--- config.mk ---
export PLATFORM = sky130hd
export DESIGN_NAME = multi_timer_deadline_table_top
export DESIGN_NICKNAME = d
export VERILOG_FILES = /design/src/rtl/tdt_pkg.sv /design/src/rtl/tdt_ram.sv /design/src/rtl/tdt_ctrl.sv /design/src/rtl/tdt_dp.sv /design/src/rtl/multi_timer_deadline_table_top.sv
export VERILOG_INCLUDE_DIRS = /design/src /design/src/rtl
export SDC_FILE = /design/constraint.sdc
export NUM_CORES = 1
export LEC_CHECK = 0
export ABC_AREA = 1
export BUFFER_PORTS_ARGS = -buffer_cell sky130_fd_sc_hd__buf_2
export CAP_MARGIN = 20
export CORE_UTILIZATION = 45
export DETAILED_ROUTE_END_ITERATION = 10
export SLEW_MARGIN = 20
export SYNTH_ARGS = -nofsm -noshare
export SYNTH_HDL_FRONTEND = slang
export SYNTH_SLANG_ARGS = --single-unit
--- constraint.sdc ---
create_clock -name clk -period 6.95 [get_ports clk]
set_input_delay 0.695 -clock clk [delete_from_list [all_inputs] [get_ports clk]]
set_output_delay 0.695 -clock clk [all_outputs]
set_load 0.05 [all_outputs]
--- src/rtl/assert_macros.svh ---
// assertion macros for the timer deadline table
// no dependencies; expects clk and rst_n in the including scope
`ifndef ASSERT_MACROS_SVH
`define ASSERT_MACROS_SVH
`ifndef SYNTHESIS
`define ASSERT_IMPL(label, prop) \
    label: assert property (@(posedge clk) disable iff (!rst_n) prop) \
        else $error("assertion failed");
`define ASSERT_NEVER(label, cond) \
    label: assert property (@(posedge clk) disable iff (!rst_n) !(cond)) \
        else $error("forbidden condition");
`else
`define ASSERT_IMPL(label, prop)
`define ASSERT_NEVER(label, cond)
`endif
`endif

--- src/rtl/tdt_pkg.sv ---
// shared constants, codes and control structs of the timer deadline table
// no dependencies
`default_nettype none
package tdt_pkg;
    localparam int SLOTS     = 16;
    localparam int SLOT_BITS = $clog2(SLOTS);
    localparam int TIME_BITS = 32;

    typedef enum logic [1:0] {
        OP_ARM    = 2'd0,
        OP_DISARM = 2'd1,
        OP_TICK   = 2'd2,
        OP_POLL   = 2'd3
    } op_t;

    typedef struct packed {
        logic load;
        logic apply;
        logic scan_start;
        logic unlink;
        logic out_load;
    } cmd_t;

    typedef struct packed {
        logic scan_done;
        logic is_poll;
        logic hit_found;
        logic fired;
        logic out_free;
    } status_t;
endpackage
`default_nettype wire

--- src/rtl/tdt_ram.sv ---
// generic single write port ram with registered read
// no dependencies
`default_nettype none
module tdt_ram #(
    parameter int WIDTH = 32,
    parameter int DEPTH = 16
) (
    input  wire logic                     clk,
    input  wire logic                     we,
    input  wire logic [$clog2(DEPTH)-1:0] waddr,
    input  wire logic [WIDTH-1:0]         wdata,
    input  wire logic [$clog2(DEPTH)-1:0] raddr,
    output logic      [WIDTH-1:0]         rdata
);
    logic [WIDTH-1:0] mem [DEPTH];

    always_ff @(posedge clk)
    begin
        if (we)
        begin
            mem[waddr] <= wdata;
        end
        rdata <= mem[raddr];
    end
endmodule
`default_nettype wire

--- src/rtl/tdt_ctrl.sv ---
// sequencer of the timer deadline table
// depends on tdt_pkg
`default_nettype none
module tdt_ctrl (
    input  wire logic             clk,
    input  wire logic             rst_n,
    input  wire logic             in_valid,
    output logic                  in_ready,
    input  wire tdt_pkg::status_t st,
    output tdt_pkg::cmd_t         cmd
);
    import tdt_pkg::*;

    typedef enum logic [4:0] {
        S_IDLE   = 5'b00001,
        S_APPLY  = 5'b00010,
        S_SCAN   = 5'b00100,
        S_UNLINK = 5'b01000,
        S_OUT    = 5'b10000
    } state_t;

    state_t state_reg, state_next;

    assign in_ready = (state_reg == S_IDLE);

    always_comb
    begin
        state_next = state_reg;
        cmd        = '0;
        unique case (state_reg)
            S_IDLE:
            begin
                if (in_valid)
                begin
                    cmd.load   = 1'b1;
                    state_next = S_APPLY;
                end
            end
            S_APPLY:
            begin
                cmd.apply      = 1'b1;
                cmd.scan_start = 1'b1;
                state_next     = S_SCAN;
            end
            S_SCAN:
            begin
                if (st.scan_done)
                begin
                    if (st.is_poll && st.hit_found && !st.fired)
                        state_next = S_UNLINK;
                    else
                        state_next = S_OUT;
                end
            end
            S_UNLINK:
            begin
                cmd.unlink     = 1'b1;
                cmd.scan_start = 1'b1;
                state_next     = S_SCAN;
            end
            S_OUT:
            begin
                if (st.out_free)
                begin
                    cmd.out_load = 1'b1;
                    state_next   = S_IDLE;
                end
            end
            default: state_next = S_IDLE;
        endcase
    end

    always_ff @(posedge clk or negedge rst_n)
    begin
        if (!rst_n)
            state_reg <= S_IDLE;
        else
            state_reg <= state_next;
    end
endmodule
`default_nettype wire

--- src/rtl/tdt_dp.sv ---
// datapath of the timer deadline table: slot flags, list ranks, deadline scan
// depends on tdt_pkg and tdt_ram
`default_nettype none
module tdt_dp (
    input  wire logic                              clk,
    input  wire logic                              rst_n,
    input  wire tdt_pkg::cmd_t                     cmd,
    output tdt_pkg::status_t                       st,
    input  wire logic [1:0]                        operation,
    input  wire logic [3:0]                        slot,
    input  wire logic [31:0]                       delay,
    output logic                                   out_valid,
    input  wire logic                              out_ready,
    output logic [31:0]                            earliest_delay,
    output logic                                   alarm_armed,
    output logic                                   fired,
    output logic [3:0]                             fired_slot
);
    import tdt_pkg::*;

    op_t                  op_reg;
    logic [3:0]           slot_reg;
    logic [TIME_BITS-1:0] delay_reg;
    logic [TIME_BITS-1:0] time_reg;
    logic [SLOTS-1:0]     armed_reg;
    logic [SLOT_BITS-1:0] rank_reg [SLOTS];
    logic                 scan_on_reg;
    logic [SLOT_BITS-1:0] scan_idx_reg;
    logic                 rd_vld_reg;
    logic [SLOT_BITS-1:0] rd_idx_reg;
    logic [TIME_BITS-1:0] min_reg;
    logic                 any_reg;
    logic                 found_reg;
    logic [SLOT_BITS-1:0] hit_reg;
    logic [SLOT_BITS-1:0] hit_rank_reg;
    logic                 fired_reg;
    logic                 out_valid_reg;
    logic [31:0]          out_delay_reg;
    logic                 out_armed_reg;
    logic                 out_fired_reg;
    logic [3:0]           out_slot_reg;

    logic                 slot_ok;
    logic [SLOT_BITS-1:0] sidx;
    logic                 arm_new;
    logic                 do_unlink;
    logic [SLOT_BITS-1:0] unl_slot;
    logic [SLOT_BITS-1:0] unl_rank;
    logic                 ram_we;
    logic [TIME_BITS-1:0] rdata;
    logic [TIME_BITS-1:0] remain;
    logic                 expired;
    logic [TIME_BITS-1:0] rem_eff;

    assign slot_ok  = ({1'b0, slot_reg} < 5'(SLOTS));
    assign sidx     = SLOT_BITS'(slot_reg);
    assign ram_we   = cmd.apply && (op_reg == OP_ARM) && slot_ok;
    assign arm_new  = ram_we && !armed_reg[sidx];
    assign do_unlink = cmd.unlink ||
        (cmd.apply && (op_reg == OP_DISARM) && slot_ok && armed_reg[sidx]);
    assign unl_slot = cmd.unlink ? hit_reg : sidx;
    assign unl_rank = rank_reg[unl_slot];

    tdt_ram #(.WIDTH(TIME_BITS), .DEPTH(SLOTS)) u_deadline (
        .clk   (clk),
        .we    (ram_we),
        .waddr (sidx),
        .wdata (time_reg + delay_reg),
        .raddr (scan_idx_reg),
        .rdata (rdata)
    );

    assign remain  = rdata - time_reg;
    assign expired = (remain == '0) || remain[TIME_BITS-1];
    assign rem_eff = expired ? '0 : remain;

    always_ff @(posedge clk)
    begin
        if (cmd.load)
        begin
            op_reg    <= op_t'(operation);
            slot_reg  <= slot;
            delay_reg <= TIME_BITS'(delay);
        end
        for (int j = 0; j < SLOTS; j++)
        begin
            if (arm_new)
            begin
                if (j == int'(sidx))
                    rank_reg[j] <= '0;
                else if (armed_reg[j])
                    rank_reg[j] <= rank_reg[j] + 1'b1;
            end
            else if (do_unlink && armed_reg[j] && (rank_reg[j] > unl_rank))
            begin
                rank_reg[j] <= rank_reg[j] - 1'b1;
            end
        end
        rd_idx_reg <= scan_idx_reg;
        if (cmd.scan_start)
        begin
            min_reg   <= '1;
            any_reg   <= 1'b0;
            found_reg <= 1'b0;
        end
        else if (rd_vld_reg && armed_reg[rd_idx_reg])
        begin
            any_reg <= 1'b1;
            if (rem_eff < min_reg)
                min_reg <= rem_eff;
            if (expired && !fired_reg &&
                (!found_reg || (rank_reg[rd_idx_reg] < hit_rank_reg)))
            begin
                found_reg    <= 1'b1;
                hit_reg      <= rd_idx_reg;
                hit_rank_reg <= rank_reg[rd_idx_reg];
            end
        end
        if (cmd.out_load)
        begin
            out_delay_reg <= any_reg ? 32'(min_reg) : 32'd0;
            out_armed_reg <= any_reg;
            out_fired_reg <= fired_reg;
            out_slot_reg  <= fired_reg ? 4'(hit_reg) : 4'd0;
        end
    end

    always_ff @(posedge clk or negedge rst_n)
    begin
        if (!rst_n)
        begin
            time_reg      <= '0;
            armed_reg     <= '0;
            scan_on_reg   <= 1'b0;
            scan_idx_reg  <= '0;
            rd_vld_reg    <= 1'b0;
            fired_reg     <= 1'b0;
            out_valid_reg <= 1'b0;
        end
        else
        begin
            if (cmd.apply && (op_reg == OP_TICK))
                time_reg <= time_reg + 1'b1;
            if (arm_new)
                armed_reg[sidx] <= 1'b1;
            else if (do_unlink)
                armed_reg[unl_slot] <= 1'b0;
            if (cmd.load)
                fired_reg <= 1'b0;
            else if (cmd.unlink)
                fired_reg <= 1'b1;
            rd_vld_reg <= scan_on_reg;
            if (cmd.scan_start)
            begin
                scan_on_reg  <= 1'b1;
                scan_idx_reg <= '0;
            end
            else if (scan_on_reg)
            begin
                scan_idx_reg <= scan_idx_reg + 1'b1;
                if (scan_idx_reg == SLOT_BITS'(SLOTS - 1))
                    scan_on_reg <= 1'b0;
            end
            if (cmd.out_load)
                out_valid_reg <= 1'b1;
            else if (out_ready)
                out_valid_reg <= 1'b0;
        end
    end

    assign st.scan_done = !scan_on_reg && !rd_vld_reg;
    assign st.is_poll   = (op_reg == OP_POLL);
    assign st.hit_found = found_reg;
    assign st.fired     = fired_reg;
    assign st.out_free  = !out_valid_reg || out_ready;

    assign out_valid      = out_valid_reg;
    assign earliest_delay = out_delay_reg;
    assign alarm_armed    = out_armed_reg;
    assign fired          = out_fired_reg;
    assign fired_slot     = out_slot_reg;
endmodule
`default_nettype wire

--- src/rtl/multi_timer_deadline_table_top.sv ---
// timer deadline table: an accepted word runs one deadline ram scan at one slot per cycle;
// a poll that fires unlinks the hit slot and scans again before its result is loaded
// the next word is accepted only once the previous result is in the output register
// a finished word waits in the output register while the next word is accepted
// reset clears time, armed flags and handshakes at once; no clearing pass
// depends on tdt_pkg, tdt_ctrl, tdt_dp, assert_macros.svh
`default_nettype none
`include "assert_macros.svh"
module multi_timer_deadline_table_top (
    input  wire logic        clk,
    input  wire logic        rst_n,
    input  wire logic        in_valid,
    output logic             in_ready,
    input  wire logic [1:0]  operation,
    input  wire logic [3:0]  slot,
    input  wire logic [31:0] delay,
    output logic             out_valid,
    input  wire logic        out_ready,
    output logic [31:0]      earliest_delay,
    output logic             alarm_armed,
    output logic             fired,
    output logic [3:0]       fired_slot
);
    import tdt_pkg::*;

    cmd_t    cmd;
    status_t st;

    tdt_ctrl u_ctrl (
        .clk      (clk),
        .rst_n    (rst_n),
        .in_valid (in_valid),
        .in_ready (in_ready),
        .st       (st),
        .cmd      (cmd)
    );

    tdt_dp u_dp (
        .clk            (clk),
        .rst_n          (rst_n),
        .cmd            (cmd),
        .st             (st),
        .operation      (operation),
        .slot           (slot),
        .delay          (delay),
        .out_valid      (out_valid),
        .out_ready      (out_ready),
        .earliest_delay (earliest_delay),
        .alarm_armed    (alarm_armed),
        .fired          (fired),
        .fired_slot     (fired_slot)
    );

    `ASSERT_IMPL(a_busy_after_accept, in_valid && in_ready |=> !in_ready)
    `ASSERT_NEVER(a_slot_without_fire, out_valid && !fired && fired_slot != 4'd0)
    `ASSERT_NEVER(a_delay_without_alarm, out_valid && !alarm_armed && earliest_delay != 32'd0)
endmodule
`default_nettype wire
* Word-level counts from Yosys, hierarchy flattened
Memory sizes are Yosys's and may differ from the RTL's. A register that Yosys moved wholly into a read port is not among the register bits. Cells that the tools add are included.
Storage, ports and cells: latch bits 0, bits in read-only memories 0, input port bits 42, output and inout bits 40, memories kept 2, bits in writable memories 576, word-level logic and storage cells 439, flip-flop bits (word level) 183
Operators by class: muxes and demuxes 227, add/subtract/negate cells 36, bitwise operators 36, eq/ne operators 27, multipliers 0, shift operators 0, magnitude comparators 23, div/mod/pow operators 0, reduce and logical (&&, ||, !) cells 67
Memories:
- u_dp.u_deadline.mem | words 16, bits a word 32, read ports 1, clocked after memory_dff 1, wr ports 1, line tdt_ram.sv:15 | logic [WIDTH-1:0] mem [DEPTH];
- u_dp.rank_reg | words 16, bits a word 4, read ports 18, clocked after memory_dff 1, wr ports 16, line tdt_dp.sv:26 | logic [SLOT_BITS-1:0] rank_reg [SLOTS];
Operator list (number):
- $mux W1 | 180
- $mux W4 | 35
- $add A4 B1 Y4 const B | 17
- $gt A4 B4 Y1 | 16
- $sub A4 B1 Y4 const B | 16
- $logic_and A1 B1 Y1 | 45
- $add A32 B1 Y32 const B | 1
- $add A32 B32 Y32 | 1
- $eq A4 B4 Y1 const A | 8
- $logic_not A32 Y1 | 1
- $lt A32 B32 Y1 | 1
- $mux W16 | 2
- $mux W32 | 1
- $or A1 B1 Y1 | 32
- $sub A32 B32 Y32 | 1
- $mux W5 | 4
- $pmux W5 S4 | 1
- $and A16 B16 Y16 | 1
- $eq A3 B4 Y1 const A | 4
- $not A16 Y16 | 1
- $or A16 B16 Y16 | 1
- $lt A4 B5 Y1 const B | 3
- $bmux W1 S4 | 2
- $demux W1 S4 | 2
- 22 further kinds | 40

* Longest topological paths before layout
Gate-level depths: netlist of the first run.
depth in word-level cells 11, depth in mapped cells 34, gate-level depth less buffers 32

* Modules after synthesis
From an unflattened synthesis of the first run, not the netlist that was laid out.
Second synthesis, totals: cell total of the unflattened synthesis 4535, area, all modules 41474.8 sq um
By module, submodules not included:
- tdt_ram | cells an instance 2120, sequential area each 16015.4 sq um, instances 1, area each 22744.3 sq um
- tdt_dp | cells an instance 2367, sequential area each 6606.3 sq um, instances 1, area each 18362.6 sq um
- tdt_ctrl | cells an instance 48, sequential area each 126.4 sq um, instances 1, area each 367.9 sq um

* Worst setup path after synthesis of the first run
OpenSTA, ideal clock, no wires.
path kind register -> register, start register u_ctrl.state_reg[0], end memory u_dp.rank_reg[8][3] (netlist name), data pin, required time 6.685 ns, slack 1.998 ns, stages on the path, launching flop included 23, period minus slack after synthesis 4.952 ns, data arrival time 4.687 ns, buffers on the path 0, setup time 0.265 ns, cells stage by stage dfstp_2 > nor2_1 > inv_1 > nor4_1 > inv_1 > nand2_1 > o21ai_0 > inv_1 > nor2_1 > a22oi_1 > o221ai_1 > a22o_1 > a221oi_1 > ha_1 > a41oi_1 > nand4_1 > inv_1 > ha_1 > a21oi_1 > nand2_1 > xor2_1 > nand4_1 > o21ai_0
RTL lines:
- start, declared | line tdt_ctrl.sv:22 | state_t state_reg, state_next;
- start signal, assigned | line tdt_ctrl.sv:78 | state_reg <= state_next;
- end, declared | line tdt_dp.sv:26

* Worst setup path after layout of the first run
start register u_dp.time_reg[0], end register u_dp.min_reg[24]
Between the ends: cells in the longest elaborated chain, start to end 6
Ends and longest elaborated chain:
- start, declared | line tdt_dp.sv:24 | logic [TIME_BITS-1:0] time_reg;
- start signal, assigned | line tdt_dp.sv:143 | time_reg <= time_reg + 1'b1;
- $sub A32 B32 Y32 * | line tdt_dp.sv:73 | assign remain = rdata - time_reg;
- $logic_not A32 Y1 | line tdt_dp.sv:74 | assign expired = (remain == '0) || remain[TIME_BITS-1];
- $logic_or A1 B1 Y1 | line tdt_dp.sv:74
- $mux W32 * | line tdt_dp.sv:75 | assign rem_eff = expired ? '0 : remain;
- net u_dp.rem_eff[19] | line tdt_dp.sv:53 | logic [TIME_BITS-1:0] rem_eff;
- $lt A32 B32 Y1 * | line tdt_dp.sv:109 | if (rem_eff < min_reg)
- $reduce_and A2 Y1 (no source line) *
- end signal, assigned | line tdt_dp.sv:110 | min_reg <= rem_eff;
- end, declared | line tdt_dp.sv:31 | logic [TIME_BITS-1:0] min_reg;
The timed path passes the listed nets; every way through them passes the cells marked *. A chain may end at the register's enable or synchronous reset.

==> results_dict.tcl, run 1 <==
set metrics [dict create \
    crit_arrival_ps 6280 \
    synth.net_count 4018 \
    totalWireLength_mm 105.0 \
    power_density_nw_per_um2 399.7 \
    syn_inst 3779 \
    place_congestion 0.9444 \
    place_area_um2 40830 \
    ys_ff_latch 791 \
    path_class "reg -> reg" \
    grt_max_degree 223 \
    postCtsResizedCells 0 \
    io_buffers 81 \
    clkLatencyLatePin_ps 660 \
    layout-drive-gt1-share 0.08369 \
    report.final.slew_viol_count 0 \
    grt_usage 0.2400 \
    fin_skew_ps 16.17 \
    fp.dieW_um 296.3 \
    synthArstFlopShare 0.07712 \
    path_max_fanout 32 \
    final_cell_mix "edfxtp_1, nand2_1, nor2_1, inv_1, o21ai_0" \
    fin_area_um2 43800 \
    antenna_found_initial 0 \
    setup_tns_ps 0 \
    wl_per_cell_um 20.69 \
    h-tree-depth 3 \
    multi_input_area_um2 14370 \
    place_inst 4917 \
    largest_reg_flops 512 \
    nets 4100 \
    drt_first_pass_iters 6 \
    synth_edf_count 660 \
    ios 82 \
    critical_path.slowest_cell "nand2_1" \
    max-cap-violations 0 \
    coreArea_um2 85410 \
    cts_setup_buffers 0 \
    dr_wl_met2_mm 45.69 \
    grt_first_pass_wirelength_mm 159.5 \
    vdd_drop_max_mv 0.4889 \
    clock-sinks 791 \
    whs_ps 210.4 \
    cts_hold_repair.buffers 1 \
    drt-met1-wl_mm 48.13 \
    clk_pin_slew_ps 60 \
    vias 28302 \
    min_period_ps 5762 \
    fp-row-count 107 \
    cts_tree "yes" \
    final_antenna_net_count 0 \
    met3_length_mm 7.136 \
    grt.overflow.total 0 \
    drt_iter0_markers 2845 \
    dieArea_um2 87800 \
    fillers 7690 \
    cp-start-kind "register" \
    finalCritPeriodShare 0.8291 \
    ys.flop_type "edfxtp_1" \
    hpwl_mm 65.61 \
    top_layer "met4" \
    cp-end-kind "register" \
    via_per_inst 5.577 \
    cts_buffer_depth 3 \
    die_h_um 296.3 \
    diodes 0 \
    seq_area_um2 22760 \
    cpLargestDelayFamily "simple AND/OR/NAND/NOR gates" \
    required_ps 7460 \
    setup_violations 0 \
    power.total_uw 17510 \
    synth.cell_area_um2 38980 \
    initial_core_util 0.4564 \
    cts_buffers 85 \
    status "completed" \
    clock.fmax_ghz 0.1735 \
    final_common_cell "edfxtp_1" \
    critPathBufInv 2 \
    grt_pass1_vias 26407 \
    rsz0062_at_grt "no" \
    leakage_uw 0.01764 \
    syn_area_per_cell_um2 10.31 \
    cp_common_cell "nand2_1" \
    final_cells 5075 \
    min_path_type "in -> reg" \
    syn_to_final_growth_pct 12.36 \
    tightestPinTransition_ps 1129 \
    yosysWarningCount 0 \
    drc 0 \
    cts_root_buf "clkbuf_16" \
    critPathMaxStageDelay_ps 570 \
    finalHoldViolations 0 \
    relSlewSlack 0.2448 \
    seq_area_frac_synth 0.5836 \
    synth.distinct_cells 60 \
]
-- worst paths after layout --
| check | from | endpoint | slack [ps] | cells past startpoint |
|---|---|---|---|---|
| min in group asynchronous | rst_n | u_dp.time_reg[28]$_DFFE_PN0P_ | 450 | 2 |
| max in group asynchronous | rst_n | u_dp.scan_idx_reg[1]$_DFFE_PN0P_ | 5350 | 3 |
| max | u_dp.time_reg[0]$_DFFE_PN0P_ | u_dp.min_reg[24]$_SDFFE_PP1P_ | 1190 | 28 |
| min reg2reg | u_dp.rd_idx_reg[0]$_DFF_P_ | u_dp.hit_reg[0]$_DFFE_PP_ | 440 | 0 |
| max reg2reg | u_dp.time_reg[0]$_DFFE_PN0P_ | u_dp.min_reg[24]$_SDFFE_PP1P_ | 1190 | 28 |
| min | delay[6] | u_dp.delay_reg[6]$_DFFE_PP_ | 210 | 1 |
-- cell type report --
type                    instances  area share
clock inverters                30    0.009799
multi-input cells            2443      0.3280
clock buffers                 127     0.05608
well taps                    1144     0.03268
inverters                     407     0.03499
repair buffers                133     0.01885
flip-flops and latches        791      0.5196
-- synthesized netlist by cell type (all sizes together) (14+ instances only) --
library cell / count / area (um^2)
o221ai: 76 / 665.6
nor3: 54 / 285.3
dfrtp: 60 / 1501
xnor2: 47 / 411.6
buf: 17 / 108.9
mux2i: 58 / 580.6
dfxtp: 70 / 1401
nand4: 24 / 150.1
a21oi: 169 / 849.6
o22ai: 30 / 187.7
edfxtp: 660 / 19820
o32ai: 70 / 613.1
xor2: 85 / 744.5
inv: 402 / 1509
ha: 194 / 2427
clkbuf: 121 / 454.2
a22oi: 14 / 105.1
nand2: 609 / 2318
o21ai: 263 / 1316
nand3: 237 / 1196
nor2: 428 / 1619
-- report_power, final --
| part | internal, uW | switching [uW] |
|---|---|---|
| logic | 2040 | 4440 |
| clock network | 2750 | 1890 |
| registers | 5870 | 507 |
-- per-layer routing --
layer	global-route usage	vias up
li1	-	13458
met1	0.3498	13615
met2	0.3613	1025
met3	0.03467	204
met4	0.09165	0
met5	0	-
-- stage by stage --
| stage | util | setup WS (ps) |
|---|---|---|
| after floorplan | - | 1998 |
| after global placement | 0.4777 | 1385 |
| after detailed placement | 0.4780 | 1311 |
| after CTS | 0.5119 | 1253 |
| after global routing | 0.5128 | 561.5 |
| final | 0.5128 | 1188 |
-- worst reg2reg max path: cells and delay by family, from the launching register on --
kind	cells	cell delay (ps)
DFF	1	460
and+or+nand+nor	17	2140
AOI/OAI and AO/OA	5	1270
xor gates and xnor gates	1	310
buffers and inverters	2	470
adders and majority gates	3	950
-- kinds of logic (layout without fill, tap and decap cells) --
kind of cell / count (synthesis) / after routing / share of synthesized area
AO/OA/AOI/OAI: 681 / 681 / 0.1075
buffers and inverters: 545 / 697 / 0.05364
adder cells (fa/ha/maj): 197 / 197 / 0.06381
AND/OR/NAND/NOR: 1374 / 1374 / 0.1468
XOR/XNOR: 132 / 132 / 0.02966
other: 1 / 1 / 0.00009620
multiplexers: 58 / 58 / 0.01489
flip-flops: 791 / 791 / 0.5836
Note: power is estimated with default switching activity, not from simulation.
==> run 2, diff against run 1 <==
==> constraint.sdc (replaced) <==
create_clock -name clk -period 6 [get_ports clk]
set_input_delay 0.6 -clock clk [delete_from_list [all_inputs] [get_ports clk]]
set_output_delay 0.6 -clock clk [all_outputs]
set_load 0.05 [all_outputs]
==> run 2 against run 1 <==
  * Critical path depth decreased by 2
  * Critical endpoint is now u_dp.min_reg[6]$_SDFFE_PP1P_
  * Setup slack lost 340 ps
  * Clock power is 15% higher
  * Routed wire length down 1.2%
  * Die area did not move
  * Worst hold slack worse by 97 ps
  * Combinational power up 17%
  * First-iteration DRC count down 17%
  * Largest power group unchanged
  * Sequential share of layout area hardly changed
  * Power increased by 16%
  * Final cell count grew 0.22%
  * Sequential cell count did not move
  * Highest routed layer unchanged
==> results_dict.tcl, run 2 (synthesized netlist as in run 1, its figures left out) <==
set metrics [dict create \
    finalCritPeriodShare 0.8583 \
    final_antenna_net_count 0 \
    drc 0 \
    vias 28090 \
    via_per_inst 5.523 \
    setup_violations 0 \
    syn_to_final_growth_pct 12.41 \
    cts_setup_buffers 0 \
    fin_skew_ps 32.60 \
    power.total_uw 20240 \
    vdd_drop_max_mv 0.3320 \
    critical_path.slowest_cell "dfrtp_1" \
    status "completed" \
    drt_iter0_markers 2359 \
    io_buffers 81 \
    grt_first_pass_wirelength_mm 157.1 \
    grt_usage 0.2357 \
    postCtsResizedCells 0 \
    relSlewSlack 0.2887 \
    leakage_uw 0.01768 \
    critPathMaxStageDelay_ps 460 \
    final_cell_mix "edfxtp_1, nand2_1, nor2_1, inv_1, o21ai_0" \
    hpwl_mm 65.17 \
    coreArea_um2 85410 \
    clkLatencyLatePin_ps 660 \
    fillers 7694 \
    rsz0062_at_grt "no" \
    clock-sinks 791 \
    fp.dieW_um 296.3 \
    die_h_um 296.3 \
    report.final.slew_viol_count 0 \
    r2r-end "u_dp.min_reg[6]$_SDFFE_PP1P_" \
    h-tree-depth 3 \
    critPathBufInv 2 \
    cp-start-kind "register" \
    cpLargestDelayFamily "simple AND/OR/NAND/NOR gates" \
    cp_common_cell "nand2_1" \
    cts_root_buf "clkbuf_16" \
    place_inst 4925 \
    ios 82 \
    clk_pin_slew_ps 60 \
    final_cells 5086 \
    grt_max_degree 191 \
    whs_ps 113.0 \
    r2r_cells 26 \
    path_class "reg -> reg" \
    tightestPinTransition_ps 1063 \
    reg2reg_from "u_dp.time_reg[19]$_DFFE_PN0P_" \
    cp-end-kind "register" \
    rrSetupSlack_ps 850 \
    nets 4108 \
    cts_buffer_depth 3 \
    min_path_type "in -> async" \
    min_period_ps 5150 \
    crit_start "u_dp.time_reg[19]$_DFFE_PN0P_" \
    final_common_cell "edfxtp_1" \
    critPathCapture "u_dp.min_reg[6]$_SDFFE_PP1P_" \
    fp-row-count 107 \
    cts_hold_repair.buffers 0 \
    power_density_nw_per_um2 461.9 \
    grt_pass1_vias 26288 \
    setup_tns_ps 0 \
    required_ps 6500 \
    layout-drive-gt1-share 0.08600 \
    wl_per_cell_um 20.39 \
    max-cap-violations 0 \
    cts_tree "yes" \
    worstSetupPathDepth 26 \
    crit_arrival_ps 5650 \
    final_util 0.5130 \
    finalHoldViolations 0 \
    path_max_fanout 32 \
    cts_buffers 86 \
    drt_first_pass_iters 6 \
    diodes 0 \
    largest_reg_flops 512 \
    place_congestion 0.9431 \
    antenna_found_initial 0 \
    clock.fmax_ghz 0.1942 \
    initial_core_util 0.4564 \
    grt.overflow.total 0 \
    dieArea_um2 87800 \
    totalWireLength_mm 103.7 \
]
[run 2: cell types whose count changed in the layout (fill, tap and decap cells not counted), sizes merged]
cell,change
clkinv,+11
clkbuf,-10
buf,+8
inv,+2
clkinvlp,+1
dlygate4sd3,-1
[run 2: worst min-delay path by stage]
stage | start | endpoint | cells after the start
finish | rst_n | u_dp.scan_idx_reg[1]$_DFFE_PN0P_ | 1
global route | delay[29] | u_dp.delay_reg[29]$_DFFE_PP_ | 1
CTS | delay[18] | u_dp.delay_reg[18]$_DFFE_PP_ | 1
detailed placement | u_dp.scan_idx_reg[3]$_DFFE_PN0P_ | u_dp.rd_idx_reg[3]$_DFF_P_ | 0
global placement | u_dp.scan_idx_reg[3]$_DFFE_PN0P_ | u_dp.rd_idx_reg[3]$_DFF_P_ | 0
floorplan | rst_n | u_ctrl.state_reg[1]$_DFFE_PN0P_ | 0
[run 2: layout make-up]
class | instances | area [um^2] | share of cell area
clock inverter | 44 | 520.5 | 0.01188
inverter | 407 | 1533 | 0.03498
clock buffer | 117 | 2328 | 0.05314
sequential | 791 | 22760 | 0.5194
multi-input combinational | 2443 | 14370 | 0.3280
timing repair buffer | 140 | 875.8 | 0.01999
tap | 1144 | 1431 | 0.03267
[run 2: report_power, final]
group / internal [uW] / leakage, uW / switching [uW]
registers: 6800 / 0.00725 / 544
clock network: 3100 / 0.00138 / 2230
logic: 2390 / 0.00905 / 5170
total: 12300 / 0.0177 / 7950
[run 2: through the flow]
stage | cell area [um^2] | worst slack (ps)
6_report | 43820 | 850.2
5_1_grt | 43820 | 325.2
4_1_cts | 43760 | 909.1
3_5_place_dp | 40910 | 949.5
3_3_place_gp | 40870 | 1017
2_1_floorplan | 38980 | 1048
[run 2: worst register-to-register path, stage by stage (launching register included)]
cell	delay, ps
dfrtp_1	460
inv_1	140
ha_1	430
nand2_1	140
nor2_1	260
nand2_1	150
nor2_1	120
nand2_1	120
nand3_1	100
nand2_1	50
nand2_1	110
nand2_1	80
nor3_2	170
nand3_1	110
nand2_1	330
buf_4	310
nor2_1	100
ha_1	310
a21oi_1	150
nor2_1	50
a211oi_1	200
o221a_2	240
nand2_2	60
nand2_4	290
nand2_4	310
nand2_1	150
nand3_1	70
[run 2: layer usage]
metal  vias to the layer above  part of all wire  GRT usage
met4                         0             0.032    0.08185
met5                         -                 0          0
met3                       208             0.059    0.03362
li1                      13485                 -          -
met1                     13507              0.45     0.3313
met2                       890              0.46     0.3730
